--- config.mk ---
export PLATFORM = sky130hd
export DESIGN_NAME = tx_page_credit_scheduler
export DESIGN_NICKNAME = d
export VERILOG_FILES = /design/src/hdl/tpcs_pkg.sv /design/src/hdl/tpcs_in_stage.sv /design/src/hdl/tpcs_credit_core.sv /design/src/hdl/tx_page_credit_scheduler.sv
export SDC_FILE = /design/constraint.sdc
export NUM_CORES = 1
export LEC_CHECK = 0
export BUFFER_PORTS_ARGS = -buffer_cell sky130_fd_sc_hd__buf_2
export CAP_MARGIN = 20
export CORE_MARGIN = 3
export CORE_UTILIZATION = 45
export CTS_CLUSTER_DIAMETER = 150
export DETAILED_ROUTE_END_ITERATION = 8
export SLEW_MARGIN = 20
export SYNTH_ARGS = -nofsm -noshare
export SYNTH_HDL_FRONTEND = slang
export SYNTH_HIERARCHICAL = 1
export SYNTH_SLANG_ARGS = --single-unit
--- constraint.sdc ---
create_clock -name clk -period 7.1 [get_ports clk]
set_input_delay 0.71 -clock clk [delete_from_list [all_inputs] [get_ports clk]]
set_output_delay 0.71 -clock clk [all_outputs]
set_load 0.005 [all_outputs]
--- src/hdl/tpcs_pkg.sv ---
package tpcs_pkg;

    localparam int unsigned PAGE_BYTES_DEFAULT = 128;

    localparam int unsigned LEN_W       = 16;
    localparam int unsigned DEFICIT_W   = 12;
    localparam int unsigned WORD_W      = 32;
    localparam int unsigned HALF_W      = 16;
    localparam int unsigned CREDIT_W    = 32;
    localparam int unsigned PAGES_OUT_W = 10;
    localparam int unsigned REFILL_W    = HALF_W + 2;
    localparam int unsigned CFG_INDEX_W = 1;

    // Frame length plus deficit plus rounding term stays below 2**17.
    localparam int unsigned SUM_W = LEN_W + 1;

    localparam logic [CREDIT_W-1:0] PAGES_FIELD_MAX = CREDIT_W'(1023);

    typedef enum logic
    {
        ACT_SEND   = 1'b0,
        ACT_REFILL = 1'b1
    } action_t;

    typedef enum logic [CFG_INDEX_W-1:0]
    {
        CFG_DEFICIT     = 1'b0,
        CFG_MCU_RUNNING = 1'b1
    } cfg_index_t;

    typedef struct packed
    {
        action_t             action;
        logic [LEN_W-1:0]    frame_len;
        logic                is_mcu;
        logic                is_control;
        logic [WORD_W-1:0]   status_word0;
        logic [WORD_W-1:0]   status_word1;
        logic [WORD_W-1:0]   status_word2;
        logic [WORD_W-1:0]   status_word3;
        logic [WORD_W-1:0]   status_word4;
    } tx_item_t;

    typedef struct packed
    {
        logic                   granted;
        logic [PAGES_OUT_W-1:0] pages_needed;
        logic [CREDIT_W-1:0]    data_pages_left;
        logic [CREDIT_W-1:0]    data_packets_left;
        logic [CREDIT_W-1:0]    mcu_pages_left;
    } tx_result_t;

    typedef struct packed
    {
        logic                 write;
        cfg_index_t           index;
        logic [DEFICIT_W-1:0] data;
    } cfg_write_t;

    function automatic logic [CREDIT_W-1:0] sat_add(
        input logic [CREDIT_W-1:0] a,
        input logic [REFILL_W-1:0] b
    );
        logic [CREDIT_W:0] s;
        s = {1'b0, a} + (CREDIT_W + 1)'(b);
        return s[CREDIT_W] ? '1 : s[CREDIT_W-1:0];
    endfunction

endpackage

--- src/hdl/tpcs_in_stage.sv ---
module tpcs_in_stage
    import tpcs_pkg::*;
(
    input  logic     clk,
    input  logic     rst_n,
    input  logic     in_valid,
    output logic     in_stall,
    input  tx_item_t item_in,
    input  logic     advance,
    output logic     item_valid,
    output tx_item_t item
);

    logic     valid_reg;
    logic     valid_next;
    tx_item_t item_reg;
    logic     accept;

    assign in_stall   = valid_reg && !advance;
    assign accept     = in_valid && !in_stall;
    assign item_valid = valid_reg;
    assign item       = item_reg;

    always_comb
    begin
        if (accept)
        begin
            valid_next = 1'b1;
        end
        else if (advance)
        begin
            valid_next = 1'b0;
        end
        else
        begin
            valid_next = valid_reg;
        end
    end

    always_ff @(posedge clk or negedge rst_n)
    begin
        if (!rst_n)
        begin
            valid_reg <= 1'b0;
        end
        else
        begin
            valid_reg <= valid_next;
        end
    end

    always_ff @(posedge clk)
    begin
        if (accept)
        begin
            item_reg <= item_in;
        end
    end

endmodule

--- src/hdl/tpcs_credit_core.sv ---
module tpcs_credit_core
    import tpcs_pkg::*;
#(
    parameter int unsigned PAGE_BYTES = PAGE_BYTES_DEFAULT
)
(
    input  logic       clk,
    input  logic       rst_n,
    input  cfg_write_t cfg,
    input  tx_item_t   item,
    input  logic       advance,
    output tx_result_t result
);

    localparam int unsigned PAGE_SHIFT = $clog2(PAGE_BYTES);
    localparam int unsigned PAGES_W    = SUM_W - PAGE_SHIFT;

    logic [DEFICIT_W-1:0] deficit_reg;
    logic [DEFICIT_W-1:0] deficit_next;
    logic                 mcu_running_reg;
    logic                 mcu_running_next;
    logic [CREDIT_W-1:0]  data_page_credit_reg;
    logic [CREDIT_W-1:0]  data_page_credit_next;
    logic [CREDIT_W-1:0]  data_packet_credit_reg;
    logic [CREDIT_W-1:0]  data_packet_credit_next;
    logic [CREDIT_W-1:0]  mcu_page_credit_reg;
    logic [CREDIT_W-1:0]  mcu_page_credit_next;

    logic [SUM_W-1:0]     total;
    logic [PAGES_W-1:0]   pages;
    logic [CREDIT_W-1:0]  pages_ext;
    logic [REFILL_W-1:0]  add_pages;
    logic [REFILL_W-1:0]  add_pkts;
    logic                 granted;

    assign total = SUM_W'(item.frame_len) + SUM_W'(deficit_reg) + SUM_W'(PAGE_BYTES - 1);
    assign pages     = total[SUM_W-1:PAGE_SHIFT];
    assign pages_ext = CREDIT_W'(pages);

    assign add_pages = REFILL_W'(item.status_word0[HALF_W-1:0])
                     + REFILL_W'(item.status_word0[WORD_W-1:HALF_W])
                     + REFILL_W'(item.status_word1[HALF_W-1:0])
                     + REFILL_W'(item.status_word1[WORD_W-1:HALF_W]);
    assign add_pkts  = REFILL_W'(item.status_word2[WORD_W-1:HALF_W])
                     + REFILL_W'(item.status_word3[HALF_W-1:0])
                     + REFILL_W'(item.status_word3[WORD_W-1:HALF_W])
                     + REFILL_W'(item.status_word4[HALF_W-1:0]);

    always_comb
    begin
        deficit_next     = deficit_reg;
        mcu_running_next = mcu_running_reg;
        if (cfg.write)
        begin
            unique case (cfg.index)
                CFG_DEFICIT:
                begin
                    deficit_next = cfg.data;
                end
                CFG_MCU_RUNNING:
                begin
                    mcu_running_next = cfg.data[0];
                end
                default:
                begin
                    deficit_next = deficit_reg;
                end
            endcase
        end
    end

    always_comb
    begin
        granted                 = 1'b1;
        data_page_credit_next   = data_page_credit_reg;
        data_packet_credit_next = data_packet_credit_reg;
        mcu_page_credit_next    = mcu_page_credit_reg;
        result.pages_needed     = '0;

        unique case (item.action)
            ACT_SEND:
            begin
                result.pages_needed = (pages_ext > PAGES_FIELD_MAX)
                                    ? '1 : PAGES_OUT_W'(pages_ext);
                if (item.is_mcu)
                begin
                    if (mcu_running_reg)
                    begin
                        if (mcu_page_credit_reg > pages_ext)
                        begin
                            mcu_page_credit_next = mcu_page_credit_reg - pages_ext;
                        end
                        else
                        begin
                            granted = 1'b0;
                        end
                    end
                end
                else if (!item.is_control)
                begin
                    if ((data_page_credit_reg > pages_ext) && (data_packet_credit_reg != '0))
                    begin
                        data_page_credit_next   = data_page_credit_reg - pages_ext;
                        data_packet_credit_next = data_packet_credit_reg - CREDIT_W'(1);
                    end
                    else
                    begin
                        granted = 1'b0;
                    end
                end
            end
            ACT_REFILL:
            begin
                data_page_credit_next   = sat_add(data_page_credit_reg, add_pages);
                data_packet_credit_next = sat_add(data_packet_credit_reg, add_pkts);
                mcu_page_credit_next    = sat_add(mcu_page_credit_reg,
                                              REFILL_W'(item.status_word2[HALF_W-1:0]));
            end
            default:
            begin
                granted = 1'b1;
            end
        endcase

        result.granted           = granted;
        result.data_pages_left   = data_page_credit_next;
        result.data_packets_left = data_packet_credit_next;
        result.mcu_pages_left    = mcu_page_credit_next;
    end

    always_ff @(posedge clk or negedge rst_n)
    begin
        if (!rst_n)
        begin
            deficit_reg            <= '0;
            mcu_running_reg        <= 1'b0;
            data_page_credit_reg   <= '0;
            data_packet_credit_reg <= '0;
            mcu_page_credit_reg    <= '0;
        end
        else
        begin
            deficit_reg     <= deficit_next;
            mcu_running_reg <= mcu_running_next;
            if (advance)
            begin
                data_page_credit_reg   <= data_page_credit_next;
                data_packet_credit_reg <= data_packet_credit_next;
                mcu_page_credit_reg    <= mcu_page_credit_next;
            end
        end
    end

endmodule

--- src/hdl/tx_page_credit_scheduler.sv ---
// Items pass the input stage register, then the result register. Throughput:
// one item per cycle while the output is not stalled; the credit counters are
// updated in the same cycle as the result register is loaded, so each item sees
// the previous one. Reset (rst_n low, asynchronous) clears both stage valids,
// all three credit counters and the deficit and processor-running registers.
module tx_page_credit_scheduler
    import tpcs_pkg::*;
#(
    parameter int unsigned PAGE_BYTES = PAGE_BYTES_DEFAULT
)
(
    input  logic                   clk,
    input  logic                   rst_n,
    input  logic                   in_valid,
    output logic                   in_stall,
    input  logic                   action,
    input  logic [LEN_W-1:0]       frame_len,
    input  logic                   is_mcu,
    input  logic                   is_control,
    input  logic [WORD_W-1:0]      status_word0,
    input  logic [WORD_W-1:0]      status_word1,
    input  logic [WORD_W-1:0]      status_word2,
    input  logic [WORD_W-1:0]      status_word3,
    input  logic [WORD_W-1:0]      status_word4,
    output logic                   out_valid,
    input  logic                   out_stall,
    output logic                   granted,
    output logic [PAGES_OUT_W-1:0] pages_needed,
    output logic [CREDIT_W-1:0]    data_pages_left,
    output logic [CREDIT_W-1:0]    data_packets_left,
    output logic [CREDIT_W-1:0]    mcu_pages_left,
    input  logic                   cfg_valid,
    output logic                   cfg_ready,
    input  logic [CFG_INDEX_W-1:0] cfg_index,
    input  logic [DEFICIT_W-1:0]   cfg_data
);

    tx_item_t   item_in;
    tx_item_t   item;
    logic       item_valid;
    logic       advance;
    cfg_write_t cfg;
    tx_result_t result;
    tx_result_t result_reg;
    logic       out_valid_reg;
    logic       out_valid_next;

    assign item_in.action       = action_t'(action);
    assign item_in.frame_len    = frame_len;
    assign item_in.is_mcu       = is_mcu;
    assign item_in.is_control   = is_control;
    assign item_in.status_word0 = status_word0;
    assign item_in.status_word1 = status_word1;
    assign item_in.status_word2 = status_word2;
    assign item_in.status_word3 = status_word3;
    assign item_in.status_word4 = status_word4;

    assign cfg_ready = 1'b1;
    assign cfg.write = cfg_valid && cfg_ready;
    assign cfg.index = cfg_index_t'(cfg_index);
    assign cfg.data  = cfg_data;

    assign advance = item_valid && (!out_valid_reg || !out_stall);

    tpcs_in_stage u_in_stage
    (
        .clk        (clk),
        .rst_n      (rst_n),
        .in_valid   (in_valid),
        .in_stall   (in_stall),
        .item_in    (item_in),
        .advance    (advance),
        .item_valid (item_valid),
        .item       (item)
    );

    tpcs_credit_core #(
        .PAGE_BYTES (PAGE_BYTES)
    ) u_credit_core
    (
        .clk     (clk),
        .rst_n   (rst_n),
        .cfg     (cfg),
        .item    (item),
        .advance (advance),
        .result  (result)
    );

    always_comb
    begin
        if (advance)
        begin
            out_valid_next = 1'b1;
        end
        else if (out_stall)
        begin
            out_valid_next = out_valid_reg;
        end
        else
        begin
            out_valid_next = 1'b0;
        end
    end

    always_ff @(posedge clk or negedge rst_n)
    begin
        if (!rst_n)
        begin
            out_valid_reg <= 1'b0;
        end
        else
        begin
            out_valid_reg <= out_valid_next;
        end
    end

    always_ff @(posedge clk)
    begin
        if (advance)
        begin
            result_reg <= result;
        end
    end

    assign out_valid         = out_valid_reg;
    assign granted           = result_reg.granted;
    assign pages_needed      = result_reg.pages_needed;
    assign data_pages_left   = result_reg.data_pages_left;
    assign data_packets_left = result_reg.data_packets_left;
    assign mcu_pages_left    = result_reg.mcu_pages_left;

endmodule

[Word-level counts from Yosys, hierarchy flattened]
Index checks and enable logic that the tools add are counted.
Storage, ports and cells
  bits in registers: 381
  bits in latches: 0
  bits in writable memories: 0
  memory bits (read-only): 0
  input port bits: 197
  output and inout port bits: 110
  word-level logic and storage cells: 79
  memories: 0
Operators by class
  $add $sub $neg: 14
  multipliers: 0
  div/mod/pow operators: 0
  magnitude comparators: 3
  equality and inequality tests: 1
  shifts and indexed selects: 0
  multiplexer cells: 25
  bitwise operators: 2
  reductions and logical operators: 13
Operators by type and width (count)
  $mux W32: 12
  $pmux W32 S2: 3
  $add A18 B16 Y18: 4
  $add A32 B18 Y33: 2
  $gt A32 B10 Y1: 2
  $sub A32 B10 Y32: 2
  $add A16 B16 Y17: 2
  $add A32 B16 Y33: 1
  $reduce_bool A32 Y1: 1
  $sub A32 B1 Y32 const B: 1
  $add A16 B12 Y17: 1
  $add A17 B7 Y17 const B: 1
  $gt A10 B10 Y1 const B: 1
  $mux W10: 1
  $mux W1: 9
  $logic_and A1 B1 Y1: 4
  $logic_not A1 Y1: 4
  $reduce_and A2 Y1: 2
  $ne A2 B1 Y1 const B: 1
  $not A1 Y1: 2
  $reduce_bool A2 Y1: 1
  $logic_or A1 B1 Y1: 1

[Longest topological paths before layout]
Gate-level depths: netlist of the first run.
  word-level depth: 8
  mapped depth: 24
  gate-level depth less buffers: 23

[Hierarchy]
Netlist of the first run, hierarchy kept.
By module, submodules not included
  tpcs_credit_core: instances 1, cells each 2040, area an instance 16419.5 sq um, sequential area each 2727.6 sq um
  tpcs_in_stage: instances 1, cells each 184, area an instance 5432.7 sq um, sequential area each 5400.2 sq um
  tx_page_credit_scheduler: instances 1, cells each 112, area an instance 3268.1 sq um, sequential area each 3238.1 sq um

[Worst setup path before layout of the first run]
Ideal clock, no wire load.
  kind: input to register
  start point: input port out_stall
  end point: register u_in_stage.item_reg (netlist bit u_in_stage/item[0]), enable pin
  library setup time: 0.415 ns
  arrival: 5.741 ns
  data required time: 6.685 ns
  slack: 0.943 ns
  stages on the path: 3
  path buffers: 0
  cell sequence: a21boi_2 > nand2b_4 > and2_4
On the way
  longest elaborated chain between the ends: 7
Ends and longest elaborated chain
  start: declaration: RTL line tx_page_credit_scheduler.sv:26  | input logic out_stall,
  $logic_not A1 Y1: RTL line tx_page_credit_scheduler.sv:63  | assign advance = item_valid && (!out_valid_reg || !out_stall);
  $logic_or A1 B1 Y1: RTL line tx_page_credit_scheduler.sv:63
  $logic_and A1 B1 Y1: RTL line tx_page_credit_scheduler.sv:63
  $logic_not A1 Y1: RTL line tpcs_in_stage.sv:19  | assign in_stall = valid_reg && !advance;
  $logic_and A1 B1 Y1: RTL line tpcs_in_stage.sv:19
  $logic_not A1 Y1: RTL line tpcs_in_stage.sv:20  | assign accept = in_valid && !in_stall;
  $logic_and A1 B1 Y1: RTL line tpcs_in_stage.sv:20
  net u_in_stage.accept: RTL line tpcs_in_stage.sv:17  | logic accept;
  end signal: assignment: RTL line tpcs_in_stage.sv:56  | item_reg <= item_in;
  end: declaration: RTL line tpcs_in_stage.sv:16  | tx_item_t item_reg;
The timed path passes the listed nets, and every way through them passes these cells.
A chain may end at the register's enable or synchronous reset.

==> results of run 1 <==
## worst max path at each step
| stage | to | slack, ns | cells past startpoint | start |
|---|---|---|---|---|
| 5_1_grt | data_pages_left[28]$_DFFE_PP_ | 0.73 | 21 | u_credit_core/deficit_reg[2]$_DFFE_PN0P_ |
| 4_1_cts | data_pages_left[8]$_DFFE_PP_ | 1.18 | 21 | u_in_stage/item[165]$_DFFE_PP_ |
| 6_report | data_pages_left[28]$_DFFE_PP_ | 1.11 | 21 | u_credit_core/deficit_reg[3]$_DFFE_PN0P_ |
| 3_5_place_dp | mcu_pages_left[29]$_DFFE_PP_ | 1.21 | 24 | u_in_stage/item[165]$_DFFE_PP_ |
| 2_1_floorplan | u_in_stage/item[0]$_DFFE_PP_ | 1.05 | 3 | out_stall |
| 3_3_place_gp | mcu_pages_left[29]$_DFFE_PP_ | 1.28 | 23 | u_credit_core/deficit_reg[4]$_DFFE_PN0P_ |
## critical path: cells and delay by family, from the launching register on
kind / cells / cell delay, ns
flops: 1 / 0.32
fa+ha+maj: 4 / 1.00
simple gates: 3 / 1.04
compound gates: 10 / 2.90
xor+xnor: 1 / 0.24
buf+inv: 3 / 0.18
## power groups by stage
| stage | clock network, uW | logic, uW | registers [uW] |
|---|---|---|---|
| 6_report | 2460 | 6120 | 3650 |
| 5_1_grt | 2630 | 6870 | 3740 |
| 4_1_cts | 2530 | 6100 | 3650 |
| 3_5_place_dp | 0 | 6040 | 3690 |
| 3_3_place_gp | 0 | 5950 | 3670 |
| 2_1_floorplan | 0 | 4730 | 3400 |
## layer usage
layer	GRT usage	vias to the layer above	share of wire
met5	0	-	0
met4	0.05337	0	0.019
met3	0.04210	80	0.066
met2	0.3612	622	0.46
met1	0.3310	9355	0.46
li1	-	9116	-
## stage by stage
stage	cell area, sq um	instances	hold WS, ns
6_report	28230	3282	0.2099
5_1_grt	28230	3282	0.2391
4_1_cts	28230	3282	0.2198
3_5_place_dp	26650	3196	0.5037
3_3_place_gp	26650	3196	0.4982
2_1_floorplan	24640	2320	0.4144
## final cells by class
class	instances	area (sq um)	area share
multi-input cells	1702	12850	0.4552
repair buffers	317	1672	0.05922
inverters	100	377.9	0.01339
clock inverters	23	285.3	0.01011
flip-flops and latches	381	10890	0.3856
clock buffers	63	1289	0.04565
well taps	696	870.8	0.03085
==> impl_metrics.csv, run 1 <==
group,metric,value,unit
floorplan,fp.dieArea,0.05760,sq mm
detailed_routing,vias_per_cell,5.842,
clock_tree,max-clock-path-buffers,3,
timing,totalNegativeSetupSlack,0,ns
power,cellInternalPower,7213,uW
floorplan,rows,85,
timing,timing.fmax,167.0,MHz
power,worst_ir_drop_vdd,0.2368,mV
timing,min_period,5.988,ns
worst_setup_path,crit-reg2reg-launch,"u_credit_core/deficit_reg[3]$_DFFE_PN0P_",
floorplan,core_region_area,0.05403,sq mm
clock_tree,cts_tree,"built",
power,power.share.combinational,0.500,
global_route,grt_start_max_net_pins,170,
timing,timing.final.max_slew_violations,0,
detailed_routing,wirelength_routed,66690,um
global_route,grt_first_pass_wirelength,104200,um
power,p_switching,5015,uW
worst_setup_path,worst_path_max_stage_delay,0.70,ns
power,p_seq_frac,0.299,
global_route,grt_antenna_before_repair,0,
power,power-per-cell-area,433.2,mW/mm^2
layout,layout.core_utilization,0.5225,
floorplan,top_level_ports,307,
detailed_routing,wl_per_cell,20.32,um
worst_setup_path,crit_arrival,6.26,ns
outcome,run_status,"finished, final reports clean",
layout,largest_register_ffs,163,
clock_tree,ctsRootBufferMaster,"sky130_fd_sc_hd__clkbuf_16",
worst_setup_path,critical_path_class,"flop to flop",
power,power.share.switching,0.4102,
floorplan,start_util,0.4561,
global_route,first_global_vias,18540,
worst_setup_path,reg2regPathDepth,21,
clock_tree,worst_skew_pair.late_latency,0.58,ns
min_path,hp-class,"primary input to async pin",
logic_synthesis,number_of_nets_in_the_synthesized_netlist,2706,
place,gp_congestion,0.9051,
logic_synthesis,avgSynthCellArea,10.62,sq um
power,report.power.total,12230,uW
timing,ratio_of_final_minimum_period_to_clock_period,0.8434,
clock_tree,clkSlewWorstSetupHoldPaths,0.06,ns
job,cap_viol_max_count,0,
worst_setup_path,crit_fanout,26,
timing,fin_worst_skew,0.01745,ns
timing,finalWorstSetupSlack,1.112,ns
power,p_clk_frac,0.201,
timing,slew_headroom,0.3008,
place,dp_slack,1.209,ns
layout,layout-drive-gt1-share,0.1736,
layout,ant_cells,0,
timing,final_setup_violation_count,0,
detailed_routing,route.detailed.drc,0,
clock_tree,postCtsSetupRepairBufs,0,
global_route,gr-total-overflow,0,
timing,hold_viol,0,
power,leakage_power_summed_over_all_cells,0.01110,uW
timing,setup_repair_after_global_routing_missed_its_margin,"no",
worst_setup_path,slowest_stage,"sky130_fd_sc_hd__o31a_2",
logic_synthesis,synthesis.area,0.02464,sq mm
layout,most_frequent_standard_cell_in_the_layout_excluding_fill_and_tap_cells,"sky130_fd_sc_hd__buf_2",
detailed_routing,detail_route.iter0.violations,1642,
global_route,gr-usage-all-layers,0.2294,
worst_setup_path,r2r_endpoint,"data_pages_left[28]$_DFFE_PP_",
clock_tree,numClockSinks,381,
detailed_routing,vias,19170,
clock_tree,cts_resized,0,
clock_tree,cts_hold_buffers,0,
detailed_routing,drt-pass1-iter-count,5,
logic_synthesis,post_synth_inst_count,2320,
detailed_routing,ant_nets,0,
clock_tree,cts_max_level,2,
floorplan,die_width,240,um
clock_tree,cts_made_buffers,46,
worst_setup_path,required,7.38,ns
worst_setup_path,timing.critical_path.cells,"inv_1, ha_1, inv_1, ha_1, a21oi_1, o22ai_2, o21a_1, o21ai_0, nand2b_1, xor2_1, ha_1, inv_1, fa_1, o21ai_0, a31oi_1, nor3b_1, o311a_1, o31a_2, nand3_1, o311ai_0, o21ai_0",
worst_setup_path,regToRegSetupSlack,1.11,ns
floorplan,die_y,240,um
logic_synthesis,yosysWarnings,6,
layout,layout_common_cells,"288 x sky130_fd_sc_hd__buf_2, 270 x sky130_fd_sc_hd__edfxtp_1, 181 x sky130_fd_sc_hd__nor2_1",
layout,area_growth_syn_to_layout,14.56,%
place,place.port_buffers,289,
worst_setup_path,worst_setup_path_end_kind,"flop",
timing,tightest_slew,1.042,ns
worst_setup_path,startpoint_type_of_the_worst_setup_path,"flop",
place,dpl_hpwl,47540,um
layout,n_fill_cell,4814,
layout,nNetsFinal,2934,
Note: power is estimated with default switching activity, not from simulation.
==> inputs of run 2 (changes only) <==
- ABC_AREA: unset -> 1
- PLACE_DENSITY: unset -> 0.67
- clock period: 7.1 -> 5.2 ns (I/O delays scaled with it)
==> impl_metrics.csv, run 2 <==
group,metric,value,unit
detailed_routing,route.detailed.drc,0,
floorplan,core_region_area,0.05172,sq mm
layout,largest_register_ffs,163,
power,cellInternalPower,9428,uW
worst_setup_path,required,5.53,ns
timing,hold_viol,0,
clock_tree,worst_skew_pair.late_latency,0.59,ns
power,power-per-cell-area,595.9,mW/mm^2
detailed_routing,detail_route.iter0.violations,1256,
global_route,grt_antenna_before_repair,2,
detailed_routing,ant_nets,0,
floorplan,fp.dieArea,0.05537,sq mm
clock_tree,clkSlewWorstSetupHoldPaths,0.06,ns
timing,timing.fmax,204.7,MHz
timing,ratio_of_final_minimum_period_to_clock_period,0.9393,
logic_synthesis,post_synth_inst_count,2621,
job,cap_viol_max_count,0,
clock_tree,cts_max_level,2,
place,dp_slack,0.06377,ns
worst_setup_path,r2r_endpoint,"data_packets_left[31]$_DFFE_PP_",
floorplan,top_level_ports,307,
floorplan,die_width,235.3,um
timing,min_period,4.884,ns
worst_setup_path,worst_setup_path_end_kind,"flop",
global_route,gr-usage-all-layers,0.2233,
global_route,grt_first_pass_wirelength,99940,um
detailed_routing,wl_per_cell,17.07,um
clock_tree,ctsRootBufferMaster,"sky130_fd_sc_hd__clkbuf_16",
clock_tree,cts_made_buffers,44,
floorplan,rows,83,
power,p_clk_frac,0.200,
detailed_routing,vias,18990,
worst_setup_path,critical_path_class,"flop to flop",
detailed_routing,vias_per_cell,5.228,
min_path,hp-class,"primary input to async pin",
timing,timing.final.max_slew_violations,0,
floorplan,start_util,0.4575,
power,worst_ir_drop_vdd,0.3179,mV
clock_tree,max-clock-path-buffers,3,
timing,fin_worst_skew,0.02839,ns
clock_tree,numClockSinks,381,
timing,finalWorstSetupSlack,0.3158,ns
outcome,run_status,"finished, final reports clean",
power,power.share.switching,0.4238,
layout,layout-drive-gt1-share,0.1583,
power,leakage_power_summed_over_all_cells,0.01226,uW
layout,nNetsFinal,3302,
floorplan,die_y,235.3,um
logic_synthesis,synthesis.area,0.02366,sq mm
layout,most_frequent_standard_cell_in_the_layout_excluding_fill_and_tap_cells,"sky130_fd_sc_hd__nand2_1",
power,p_seq_frac,0.300,
place,place.port_buffers,289,
global_route,grt_start_max_net_pins,168,
place,gp_congestion,0.9243,
detailed_routing,wirelength_routed,62010,um
layout,layout_common_cells,"625 x sky130_fd_sc_hd__nand2_1, 307 x sky130_fd_sc_hd__inv_1, 288 x sky130_fd_sc_hd__buf_2",
worst_setup_path,crit-reg2reg-launch,"u_in_stage/item[1]$_DFFE_PP_",
detailed_routing,drt-pass1-iter-count,5,
worst_setup_path,startpoint_type_of_the_worst_setup_path,"flop",
power,p_switching,6936,uW
timing,final_setup_violation_count,0,
worst_setup_path,regToRegSetupSlack,0.32,ns
place,dpl_hpwl,45430,um
timing,tightest_slew,0.9572,ns
logic_synthesis,avgSynthCellArea,9.027,sq um
global_route,first_global_vias,18780,
timing,slew_headroom,0.3619,
timing,totalNegativeSetupSlack,0,ns
layout,area_growth_syn_to_layout,16.06,%
clock_tree,cts_tree,"built",
worst_setup_path,reg2regPathDepth,23,
power,power.share.combinational,0.500,
global_route,gr-total-overflow,0,
worst_setup_path,crit_arrival,5.21,ns
worst_setup_path,crit_fanout,6,
logic_synthesis,number_of_nets_in_the_synthesized_netlist,3007,
logic_synthesis,yosysWarnings,6,
-- run 2: power by group through the flow --
stage	Sequential (uW)	Combinational (uW)	Clock, uW
after detailed placement	4960	8040	0
after global placement	4940	7910	0
after global routing	5020	9300	3480
after CTS	4910	8110	3360
after floorplan	4700	6080	0
final	4910	8180	3270
-- run 2: cell type report --
| type | count | area (sq um) |
|---|---|---|
| fillers | 4737 | 24260 |
| multi-input cells | 1848 | 11290 |
| flip-flops and latches | 381 | 10890 |
| repair buffers | 319 | 1703 |
| inverters | 322 | 1210 |
| clock buffers | 51 | 1147 |
| well taps | 680 | 850.8 |
| clock inverters | 29 | 371.6 |
| diodes | 2 | 5.005 |
-- run 2: through the flow --
stage / total power (uW) / utilization / cells / area [sq um] / hold WS (ns)
global route: 17810 / 0.5310 / 3632 / 27460 / 0.05706
floorplan: 10770 / - / 2621 / 23680 / 0.2244
CTS: 16380 / 0.5301 / 3629 / 27420 / 0.01929
finish: 16360 / 0.5310 / 3632 / 27460 / 0.009324
detailed placement: 13000 / 0.5008 / 3549 / 25900 / 0.4992
global placement: 12850 / 0.5007 / 3549 / 25890 / 0.4968
-- run 2: timing repair --
action,in CTS,in global routing
endpoints found under the setup margin,0,45
endpoints found under the hold margin,0,0
resized for setup,0,12
setup buffers,0,1
hold buffers,0,0
-- run 2: critical path: stages (launching register included) --
cell	delay [ns]
sky130_fd_sc_hd__edfxtp_1	0.41
sky130_fd_sc_hd__fa_1	0.51
sky130_fd_sc_hd__fa_1	0.54
sky130_fd_sc_hd__inv_1	0.06
sky130_fd_sc_hd__fa_1	0.45
sky130_fd_sc_hd__inv_1	0.08
sky130_fd_sc_hd__ha_1	0.17
sky130_fd_sc_hd__inv_1	0.06
sky130_fd_sc_hd__fa_1	0.40
sky130_fd_sc_hd__o211ai_1	0.31
sky130_fd_sc_hd__nand3_1	0.11
sky130_fd_sc_hd__nand2_1	0.12
sky130_fd_sc_hd__nand3_1	0.07
sky130_fd_sc_hd__nand2_1	0.13
sky130_fd_sc_hd__a21oi_2	0.10
sky130_fd_sc_hd__inv_1	0.06
sky130_fd_sc_hd__a21oi_1	0.09
sky130_fd_sc_hd__o21ai_1	0.13
sky130_fd_sc_hd__buf_4	0.17
sky130_fd_sc_hd__nand3_1	0.11
sky130_fd_sc_hd__nor3_2	0.16
sky130_fd_sc_hd__xor2_1	0.16
sky130_fd_sc_hd__nand2_1	0.08
sky130_fd_sc_hd__and2_1	0.15
-- run 2: how the worst max path moves through the flow --
stage	endpoint	startpoint	slack [ns]	depth (start not counted)
2_1_floorplan	u_in_stage/item[0]$_DFFE_PP_	out_stall	-0.50	3
3_3_place_gp	data_pages_left[31]$_DFFE_PP_	u_in_stage/item[97]$_DFFE_PP_	0.08	26
3_5_place_dp	data_pages_left[31]$_DFFE_PP_	u_in_stage/item[97]$_DFFE_PP_	0.06	26
4_1_cts	data_pages_left[31]$_DFFE_PP_	u_in_stage/item[97]$_DFFE_PP_	0.05	26
5_1_grt	u_credit_core/data_packet_credit_reg[6]$_DFFE_PN0P_	u_in_stage/item[3]$_DFFE_PP_	-0.008	27
6_report	data_packets_left[31]$_DFFE_PP_	u_in_stage/item[1]$_DFFE_PP_	0.32	23
-- run 2: metal layers --
layer  share of wire  vias to the layer above  global-route usage
met4           0.027                        0             0.06895
met5               0                        -                   0
met1            0.45                     9064              0.3082
li1                -                     9316                   -
met3           0.053                      109             0.03175
met2            0.47                      500              0.3676
